File: src/design/ale_pkg.sv
// ----------------------------------------------------------------------------
// Array list engine package
// Request and response words, operation and status codes, controller types.
// ----------------------------------------------------------------------------
package ale_pkg;

    typedef enum logic [2:0] {
        F_APPEND = 3'd0,
        F_POP    = 3'd1,
        F_READ   = 3'd2,
        F_FIND   = 3'd3,
        F_INSERT = 3'd4,
        F_DELETE = 3'd5
    } t_func;

    typedef enum logic [2:0] {
        ST_OK       = 3'd0,
        ST_FULL     = 3'd1,
        ST_EMPTY    = 3'd2,
        ST_BADPOS   = 3'd3,
        ST_NOTFOUND = 3'd4
    } t_status;

    typedef struct packed {
        logic [2:0]  func;
        logic [31:0] value;
        logic [6:0]  position;
    } t_req;

    typedef struct packed {
        t_status     status;
        logic [31:0] data;
        logic [5:0]  found_at;
        logic [6:0]  fill_count;
        logic        is_empty;
    } t_rsp;

    typedef enum logic [2:0] {
        S_IDLE,
        S_EXEC,
        S_RDWAIT,
        S_WALK,
        S_FIN,
        S_DONE
    } t_state;

    typedef struct packed {
        logic accept;
        logic exec;
        logic rd_cap;
        logic walk;
        logic fin;
        logic out_load;
    } t_cmd;

    typedef struct packed {
        logic exec_walk;
        logic exec_read;
        logic walk_done;
        logic ins_fin;
        logic out_free;
    } t_sts;

endpackage

File: src/design/ale_stream_if.sv
// ----------------------------------------------------------------------------
// Array list engine stream interface
// Valid/ready channel carrying one payload word per handshake.
// ----------------------------------------------------------------------------
interface ale_stream_if #(
    parameter type t_payload = logic
);
    logic     valid;
    logic     ready;
    t_payload payload;

    modport source (output valid, output payload, input ready);
    modport sink   (input valid, input payload, output ready);
endinterface

File: src/design/ale_ctrl.sv
// ----------------------------------------------------------------------------
// Array list engine controller
// Sequences decode, store read, walk, final insert write and result handoff.
// ----------------------------------------------------------------------------
module ale_ctrl (
    input  logic          i_clk,
    input  logic          i_rst_n,
    input  logic          i_in_valid,
    input  ale_pkg::t_sts i_sts,
    output logic          o_in_ready,
    output ale_pkg::t_cmd o_cmd
);

    ale_pkg::t_state r_state;
    ale_pkg::t_state n_state;

    always_ff @(posedge i_clk) begin
        if (!i_rst_n) begin
            r_state <= ale_pkg::S_IDLE;
        end else begin
            r_state <= n_state;
        end
    end

    always_comb begin
        n_state = r_state;
        case (r_state)
            ale_pkg::S_IDLE: begin
                if (i_in_valid) begin
                    n_state = ale_pkg::S_EXEC;
                end
            end
            ale_pkg::S_EXEC: begin
                if (i_sts.exec_walk) begin
                    n_state = ale_pkg::S_WALK;
                end else if (i_sts.exec_read) begin
                    n_state = ale_pkg::S_RDWAIT;
                end else begin
                    n_state = ale_pkg::S_DONE;
                end
            end
            ale_pkg::S_RDWAIT: begin
                n_state = ale_pkg::S_DONE;
            end
            ale_pkg::S_WALK: begin
                if (i_sts.walk_done) begin
                    n_state = i_sts.ins_fin ? ale_pkg::S_FIN : ale_pkg::S_DONE;
                end
            end
            ale_pkg::S_FIN: begin
                n_state = ale_pkg::S_DONE;
            end
            ale_pkg::S_DONE: begin
                if (i_sts.out_free) begin
                    n_state = ale_pkg::S_IDLE;
                end
            end
            default: begin
                n_state = ale_pkg::S_IDLE;
            end
        endcase
    end

    always_comb begin
        o_cmd      = '0;
        o_in_ready = 1'b0;
        case (r_state)
            ale_pkg::S_IDLE: begin
                o_in_ready   = 1'b1;
                o_cmd.accept = i_in_valid;
            end
            ale_pkg::S_EXEC: begin
                o_cmd.exec = 1'b1;
            end
            ale_pkg::S_RDWAIT: begin
                o_cmd.rd_cap = 1'b1;
            end
            ale_pkg::S_WALK: begin
                o_cmd.walk = 1'b1;
            end
            ale_pkg::S_FIN: begin
                o_cmd.fin = 1'b1;
            end
            ale_pkg::S_DONE: begin
                o_cmd.out_load = i_sts.out_free;
            end
            default: begin
                o_cmd = '0;
            end
        endcase
    end

endmodule

File: src/design/ale_dpath.sv
// ----------------------------------------------------------------------------
// Array list engine datapath
// Entry store, fill count, walk pointer and result/output registers.
// ----------------------------------------------------------------------------
module ale_dpath #(
    parameter int CAPACITY      = 64,
    parameter int ELEMENT_WIDTH = 32
) (
    input  logic          i_clk,
    input  logic          i_rst_n,
    input  ale_pkg::t_cmd i_cmd,
    input  ale_pkg::t_req i_req,
    input  logic          i_out_ready,
    output ale_pkg::t_sts o_sts,
    output logic          o_out_valid,
    output ale_pkg::t_rsp o_out
);

    localparam int CW = $clog2(CAPACITY + 1);
    localparam int AW = $clog2(CAPACITY);
    localparam int XW = (CW > 7) ? CW : 7;
    localparam int EW = ELEMENT_WIDTH;

    logic [EW-1:0] mem [CAPACITY];

    logic [CW-1:0]  r_count, n_count;
    logic [2:0]     r_func, n_func;
    logic [EW-1:0]  r_val, n_val;
    logic [6:0]     r_pos, n_pos;
    logic [AW-1:0]  r_idx, n_idx;
    logic [CW-1:0]  r_left, n_left;
    logic           r_pend, n_pend;
    logic [AW-1:0]  r_pidx, n_pidx;
    logic [EW-1:0]  r_rdata;
    ale_pkg::t_rsp  r_res, n_res;
    ale_pkg::t_rsp  r_out;
    logic           r_out_valid;

    logic           mem_we;
    logic [AW-1:0]  mem_wa;
    logic [EW-1:0]  mem_wd;
    logic           rd_en;
    logic [AW-1:0]  rd_addr;

    logic [XW-1:0]  pos_x;
    logic [XW-1:0]  cnt_x;
    logic           full;
    logic           bad_rd;
    logic           bad_ins;
    logic           step;
    logic           match;
    logic           walk_done;
    logic           out_free;

    assign pos_x     = XW'(r_pos);
    assign cnt_x     = XW'(r_count);
    assign full      = (r_count == CW'(CAPACITY));
    assign bad_rd    = (pos_x >= cnt_x);
    assign bad_ins   = (pos_x > cnt_x);
    assign step      = (r_left != '0);
    assign match     = r_pend && (r_rdata == r_val);
    assign walk_done = ((r_func == ale_pkg::F_FIND) && match) || (!step && !r_pend);
    assign out_free  = !r_out_valid || i_out_ready;

    always_comb begin
        o_sts.exec_walk = 1'b0;
        o_sts.exec_read = 1'b0;
        case (r_func)
            ale_pkg::F_READ:   o_sts.exec_read = !bad_rd;
            ale_pkg::F_FIND:   o_sts.exec_walk = 1'b1;
            ale_pkg::F_INSERT: o_sts.exec_walk = !full && !bad_ins;
            ale_pkg::F_DELETE: o_sts.exec_walk = !bad_rd;
            default: begin
                o_sts.exec_walk = 1'b0;
                o_sts.exec_read = 1'b0;
            end
        endcase
        o_sts.walk_done = walk_done;
        o_sts.ins_fin   = (r_func == ale_pkg::F_INSERT);
        o_sts.out_free  = out_free;
    end

    always_comb begin
        n_count = r_count;
        n_func  = r_func;
        n_val   = r_val;
        n_pos   = r_pos;
        n_idx   = r_idx;
        n_left  = r_left;
        n_pend  = r_pend;
        n_pidx  = r_pidx;
        n_res   = r_res;
        mem_we  = 1'b0;
        mem_wa  = '0;
        mem_wd  = r_val;
        rd_en   = 1'b0;
        rd_addr = '0;

        if (i_cmd.accept) begin
            n_func = i_req.func;
            n_val  = EW'(i_req.value);
            n_pos  = i_req.position;
        end

        if (i_cmd.exec) begin
            n_res        = '0;
            n_res.status = ale_pkg::ST_OK;
            n_pend       = 1'b0;
            n_left       = '0;
            case (r_func)
                ale_pkg::F_APPEND: begin
                    if (full) begin
                        n_res.status = ale_pkg::ST_FULL;
                    end else begin
                        mem_we  = 1'b1;
                        mem_wa  = r_count[AW-1:0];
                        n_count = r_count + CW'(1);
                    end
                end
                ale_pkg::F_POP: begin
                    if (r_count == '0) begin
                        n_res.status = ale_pkg::ST_EMPTY;
                    end else begin
                        n_count = r_count - CW'(1);
                    end
                end
                ale_pkg::F_READ: begin
                    if (bad_rd) begin
                        n_res.status = ale_pkg::ST_BADPOS;
                    end else begin
                        rd_en   = 1'b1;
                        rd_addr = pos_x[AW-1:0];
                    end
                end
                ale_pkg::F_FIND: begin
                    n_idx  = '0;
                    n_left = r_count;
                end
                ale_pkg::F_INSERT: begin
                    if (full) begin
                        n_res.status = ale_pkg::ST_FULL;
                    end else if (bad_ins) begin
                        n_res.status = ale_pkg::ST_BADPOS;
                    end else begin
                        n_idx  = AW'(r_count - CW'(1));
                        n_left = CW'(cnt_x - pos_x);
                    end
                end
                ale_pkg::F_DELETE: begin
                    if (bad_rd) begin
                        n_res.status = ale_pkg::ST_BADPOS;
                    end else begin
                        n_idx  = AW'(pos_x + XW'(1));
                        n_left = CW'(cnt_x - pos_x - XW'(1));
                    end
                end
                default: begin
                    n_res.status = ale_pkg::ST_OK;
                end
            endcase
        end

        if (i_cmd.rd_cap) begin
            n_res.data = 32'(r_rdata);
        end

        if (i_cmd.walk) begin
            n_pend = step;
            n_pidx = r_idx;
            if (step) begin
                rd_en   = 1'b1;
                rd_addr = r_idx;
                n_left  = r_left - CW'(1);
                n_idx   = (r_func == ale_pkg::F_INSERT) ? r_idx - AW'(1) : r_idx + AW'(1);
            end
            if (r_pend && (r_func == ale_pkg::F_INSERT)) begin
                mem_we = 1'b1;
                mem_wa = r_pidx + AW'(1);
                mem_wd = r_rdata;
            end
            if (r_pend && (r_func == ale_pkg::F_DELETE)) begin
                mem_we = 1'b1;
                mem_wa = r_pidx - AW'(1);
                mem_wd = r_rdata;
            end
            if (walk_done && (r_func == ale_pkg::F_FIND)) begin
                n_res.status   = match ? ale_pkg::ST_OK : ale_pkg::ST_NOTFOUND;
                n_res.found_at = match ? 6'(r_pidx) : 6'd0;
            end
            if (walk_done && (r_func == ale_pkg::F_DELETE)) begin
                n_count = r_count - CW'(1);
            end
        end

        if (i_cmd.fin) begin
            mem_we  = 1'b1;
            mem_wa  = pos_x[AW-1:0];
            mem_wd  = r_val;
            n_count = r_count + CW'(1);
        end
    end

    always_ff @(posedge i_clk) begin
        if (mem_we) begin
            mem[mem_wa] <= mem_wd;
        end
        if (rd_en) begin
            r_rdata <= mem[rd_addr];
        end
    end

    always_ff @(posedge i_clk) begin
        if (!i_rst_n) begin
            r_count     <= '0;
            r_pend      <= 1'b0;
            r_left      <= '0;
            r_out_valid <= 1'b0;
        end else begin
            r_count <= n_count;
            r_pend  <= n_pend;
            r_left  <= n_left;
            if (i_cmd.out_load) begin
                r_out_valid <= 1'b1;
            end else if (i_out_ready) begin
                r_out_valid <= 1'b0;
            end
        end
    end

    always_ff @(posedge i_clk) begin
        r_func <= n_func;
        r_val  <= n_val;
        r_pos  <= n_pos;
        r_idx  <= n_idx;
        r_pidx <= n_pidx;
        r_res  <= n_res;
        if (i_cmd.out_load) begin
            r_out <= {r_res.status, r_res.data, r_res.found_at, 7'(r_count), (r_count == '0)};
        end
    end

    assign o_out_valid = r_out_valid;
    assign o_out       = r_out;

endmodule

File: src/design/array_list_engine.sv
// Append, pop and unused codes go from execute straight to the result; read adds a store
// read wait state; find, delete and insert walk the store, a find stopping at its first hit,
// and insert ends with a write of the new word at its position.
// One request at a time: the next is accepted in the cycle after its result is registered.
// The single-port-write store walk sets the request rate.
// Reset (synchronous, active low) clears the fill count and control; entries keep contents.
// ----------------------------------------------------------------------------
// Array list engine top level
// Bounded ordered word list with append, pop, read, find, insert and delete.
// ----------------------------------------------------------------------------
module array_list_engine #(
    parameter int CAPACITY      = 64,
    parameter int ELEMENT_WIDTH = 32
) (
    input  logic                i_clk,
    input  logic                i_rst_n,
    ale_stream_if.sink          i_req,
    ale_stream_if.source        o_rsp
);

    ale_pkg::t_cmd cmd;
    ale_pkg::t_sts sts;
    logic          in_ready;
    logic          out_valid;
    ale_pkg::t_rsp out_word;

    ale_ctrl u_ctrl (
        .i_clk      (i_clk),
        .i_rst_n    (i_rst_n),
        .i_in_valid (i_req.valid),
        .i_sts      (sts),
        .o_in_ready (in_ready),
        .o_cmd      (cmd)
    );

    ale_dpath #(
        .CAPACITY      (CAPACITY),
        .ELEMENT_WIDTH (ELEMENT_WIDTH)
    ) u_dpath (
        .i_clk       (i_clk),
        .i_rst_n     (i_rst_n),
        .i_cmd       (cmd),
        .i_req       (i_req.payload),
        .i_out_ready (o_rsp.ready),
        .o_sts       (sts),
        .o_out_valid (out_valid),
        .o_out       (out_word)
    );

    assign i_req.ready   = in_ready;
    assign o_rsp.valid   = out_valid;
    assign o_rsp.payload = out_word;

endmodule

File: src/flat_wrapper.sv
// flat-port wrapper written by rule: the top's interface ports become plain ports
module array_list_engine_flat 
#(
    parameter int CAPACITY      = 64,
    parameter int ELEMENT_WIDTH = 32
)
  (i_clk, i_rst_n, i_req_valid, i_req_payload, i_req_ready, o_rsp_valid, o_rsp_payload, o_rsp_ready);
  ale_stream_if #(.t_payload(ale_pkg::t_req)) i_req_i ();
  ale_stream_if #(.t_payload(ale_pkg::t_rsp)) o_rsp_i ();
  input  logic i_clk;
  input  logic i_rst_n;
  input wire logic [$bits(i_req_i.valid)-1:0] i_req_valid;
  input wire logic [$bits(i_req_i.payload)-1:0] i_req_payload;
  output wire logic [$bits(i_req_i.ready)-1:0] i_req_ready;
  output wire logic [$bits(o_rsp_i.valid)-1:0] o_rsp_valid;
  output wire logic [$bits(o_rsp_i.payload)-1:0] o_rsp_payload;
  input wire logic [$bits(o_rsp_i.ready)-1:0] o_rsp_ready;
  assign i_req_i.valid = i_req_valid;
  assign i_req_i.payload = i_req_payload;
  assign i_req_ready = i_req_i.ready;
  assign o_rsp_valid = o_rsp_i.valid;
  assign o_rsp_payload = o_rsp_i.payload;
  assign o_rsp_i.ready = o_rsp_ready;
  array_list_engine #(.CAPACITY(CAPACITY), .ELEMENT_WIDTH(ELEMENT_WIDTH)) u_core (.i_clk(i_clk), .i_rst_n(i_rst_n), .i_req(i_req_i), .o_rsp(o_rsp_i));
endmodule
File: config.mk
export PLATFORM = sky130hd
export DESIGN_NAME = array_list_engine_flat
export DESIGN_NICKNAME = d
export VERILOG_FILES = /design/src/design/ale_pkg.sv /design/src/design/ale_stream_if.sv /design/src/design/ale_ctrl.sv /design/src/design/ale_dpath.sv /design/src/design/array_list_engine.sv /design/src/flat_wrapper.sv
export SDC_FILE = /design/constraint.sdc
export NUM_CORES = 2
export LEC_CHECK = 0
export BUFFER_PORTS_ARGS = -buffer_cell sky130_fd_sc_hd__buf_4
export CORE_ASPECT_RATIO = 1.4
export CORE_UTILIZATION = 50
export CTS_BUF_LIST = sky130_fd_sc_hd__clkbuf_8 sky130_fd_sc_hd__clkbuf_16
export DETAILED_ROUTE_END_ITERATION = 6
export GPL_TIMING_DRIVEN = 0
export PLACE_DENSITY_LB_ADDON = 0.1
export SYNTH_ARGS = -nofsm -noshare
export SYNTH_HDL_FRONTEND = slang
export SYNTH_SLANG_ARGS = --single-unit
File: constraint.sdc
create_clock -name i_clk -period 10.8 [get_ports i_clk]
set_input_delay 1.08 -clock i_clk [delete_from_list [all_inputs] [get_ports i_clk]]
set_output_delay 1.08 -clock i_clk [all_outputs]
set_load 0.02 [all_outputs]
==> out/summary.txt <==
status -> finished with violations
failing checks -> max-capacitance violations, max-slew violations
crit path max fanout -> 10
DP HPWL -> 220000 µm
fin area -> 101000 µm²
mapped cell area -> 88300 µm²
share of cells above drive strength 1 -> 12.3%
Slew @ Worst Pin -> 1.62 ns
CTS tree -> done
Routed Antenna Nets -> 0
Layout Nets -> 6390
DRT Pass-1 Iters -> 6
wire per inst -> 35.6 µm
Hold Buf Count CTS -> 0
placer congestion estimate -> 0.973
io pins -> 97
Top FF cell, synth -> edfxtp_1
Via Count -> 56200
#FFs+latches synth -> 2243
Layout area overhead -> 14.8%
cell count after synthesis -> 5910
endpoints failing setup -> 0
first-pass GRT wire length -> 426000 µm
Fin. Hold Viols -> 0
Initial Util -> 50.3%
global route overflow -> 0
Hold WC Path Type -> in -> reg
Worst-path clk slew -> 0.06 ns
RSZ-0062 raised after global routing -> no
placed inst area -> 94700 µm²
max_slew headroom -> -9.04%
post-route DRC violation count -> 0
die width -> 357 µm
TNS Setup -> 0 ns
Total Wirelength -> 314000 µm
Final min period -> 7.78 ns
GRT Resource Usage Total -> 35.1%
Yosys top cell area share -> 75.1%
cts repair resizes -> 0
largest net degree at the start of global routing -> 65
Worst Path Arrival -> 8.36 ns
Max-cap violations -> 12
P_leak -> 35.7 nW
Clock Latency Late Sink -> 0.87 ns
Slew Limit Fails -> 95
register area share after synthesis -> 75.9%
port bufs -> 96
leading area contributor after synthesis -> edfxtp_1
CTS Sinks -> 2243
CTS Root Cell -> clkbuf_16
Setup Buffers After CTS -> 0
number of global-route vias before repair -> 53800
initial antenna violation count -> 22
most frequent cells after synthesis -> edfxtp_1 (2209), nand2_1 (1023), a21oi_1 (523), mux2i_1 (473), clkbuf_1 (207)
Period Utilization, post-route -> 72.0%
WP data required -> 11.38 ns
fmax -> 0.129 GHz
count leader, synth -> edfxtp_1
vias per cell -> 6.39
total CTS buffers -> 206
Hold WS -> 0.380 ns
Yosys warnings -> 0
critical path startpoint category -> flop
EDFF count, synth -> 2209
Setup crit end kind -> flop
core outline area -> 176000 µm²
Layout Skew -> 0.0473 ns
Unique masters post-synth -> 67
Power, Total -> 18.2 mW
floorplan row count -> 182
CTS H-tree depth -> 4
synth top area cells -> edfxtp_1 (75%), mux2i_1 (5.4%), nand2_1 (4.3%), a21oi_1 (3.0%), o22ai_1 (1.4%)
P per Cell Area -> 180 nW/µm²
Crit Path Class -> reg -> reg
Worst VDD drop -> 0.164 mV
Core Util, Final -> 57.7%
Max clock buf depth -> 3
syn_nets -> 5978
Initial DRC Count -> 7939
Die ar. -> 178000 µm²
fill count -> 13700
Avg Cell Area, Syn -> 14.9 µm²
Post-synth ARST share -> 0%
Die Span Y -> 499 µm
## flip-flops by register name, indices dropped and copies added (netlist names)
register and flops:
u_core.u_dpath.mem 2048, u_core.u_dpath.o_out 49, u_core.u_dpath.r_res 41, u_core.u_dpath.r_rdata 32, u_core.u_dpath.r_val 32, u_core.u_dpath.cnt_x 7, u_core.u_dpath.pos_x 7, u_core.u_dpath.r_left 7
u_core.u_dpath.r_idx 6, u_core.u_dpath.r_pidx 6, u_core.u_ctrl.r_state 3, u_core.u_dpath.r_func 3, u_core.u_dpath.o_out_valid 1, u_core.u_dpath.r_pend 1
## routing by layer
layer	part of all wire (%)	track usage, %
met1	35	42.5
met2	47	55.6
met3	9.4	6.80
met4	9.0	26.2
met5	0.033	0
## logic make-up (layout without fill, tap and decap cells)
logic type	after synthesis	after routing	synth area share, %
AO/OA/AOI/OAI	1157	1157	8.10
XOR/XNOR	57	57	0.565
adder cells (fa/ha/maj)	22	22	0.329
buffers and inverters	401	982	1.92
flip-flops	2243	2243	75.9
multiplexers	506	506	5.78
other	0	15	0
AND/OR/NAND/NOR	1524	1524	7.45
## report_power, final
part	internal [mW]	total, mW	switching [mW]
combinational	0.277	1.19	0.912
sequential	9.83	9.89	0.0609
clock	3.90	7.16	3.27
total	14.0	18.2	4.24
## per-stage QoR
step,setup slack [ns],instances
3_5_place_dp,3.40,8410
3_3_place_gp,3.22,8306
2_1_floorplan,6.49,5910
6_report,3.02,8806
5_1_grt,3.36,8794
4_1_cts,3.40,8787
## cell usage in the layout (no fill, tap or decap), drive strengths merged, types with 9 or more instances in the layout
master  instances
edfxtp       2209
nand2        1024
a21oi         524
mux2i         473
clkbuf        419
buf           365
o22ai         204
nor4          176
nor2          136
o21ai         112
clkinv        107
inv            68
nor3           66
o221ai         62
a31oi          51
and2           36
dfxtp          34
mux2           33
xor2           32
o221a          31
o41ai          30
o31a           27
xnor2          25
a311oi         25
nand3          24
ha             20
diode          15
bufinv         15
a221oi         12
and3           11
a21o           10
o211ai         10
nand3b          9
## path summary, 6_finish.rpt
kind	start	to	slack (ns)	cells after the start
max	u_core.u_dpath.cnt_x[0]$_SDFF_PN0_	u_core.u_dpath.r_rdata[18]$_DFFE_PP_	3.02	14
min	i_req_payload[19]	u_core.u_dpath.r_val[12]$_DFFE_PP_	0.38	1
max reg2reg	u_core.u_dpath.cnt_x[0]$_SDFF_PN0_	u_core.u_dpath.r_rdata[18]$_DFFE_PP_	3.02	14
min reg2reg	u_core.u_dpath.r_res[17]$_DFFE_PP_	u_core.u_dpath.o_out[17]$_DFFE_PP_	0.42	0
## worst max-delay path, stage by stage, from the launching register on
cell	delay, ns
dfxtp_1	0.39
clkbuf_1	0.52
inv_1	0.20
ha_1	0.44
nand3_1	0.12
o211ai_1	0.27
a211o_1	0.20
nand2_1	0.19
nand2_1	0.62
buf_2	0.62
clkbuf_1	0.71
o22ai_1	0.46
nor4_1	1.38
o221ai_1	0.90
o31a_1	0.43
## final cells by class
class	instances	area, µm²	share of cell area [%]
Antenna cell	15	37.5	0.0370
Buffer	369	1580	1.56
Clock buffer	211	5280	5.21
Clock inverter	166	1240	1.22
Inverter	32	120	0.118
Multi-Input combinational cell	3266	20400	20.1
Sequential cell	2243	67000	66.1
Tap cell	2300	2880	2.84
Timing Repair Buffer	204	2810	2.77
Power figures use the tool's default switching activity.
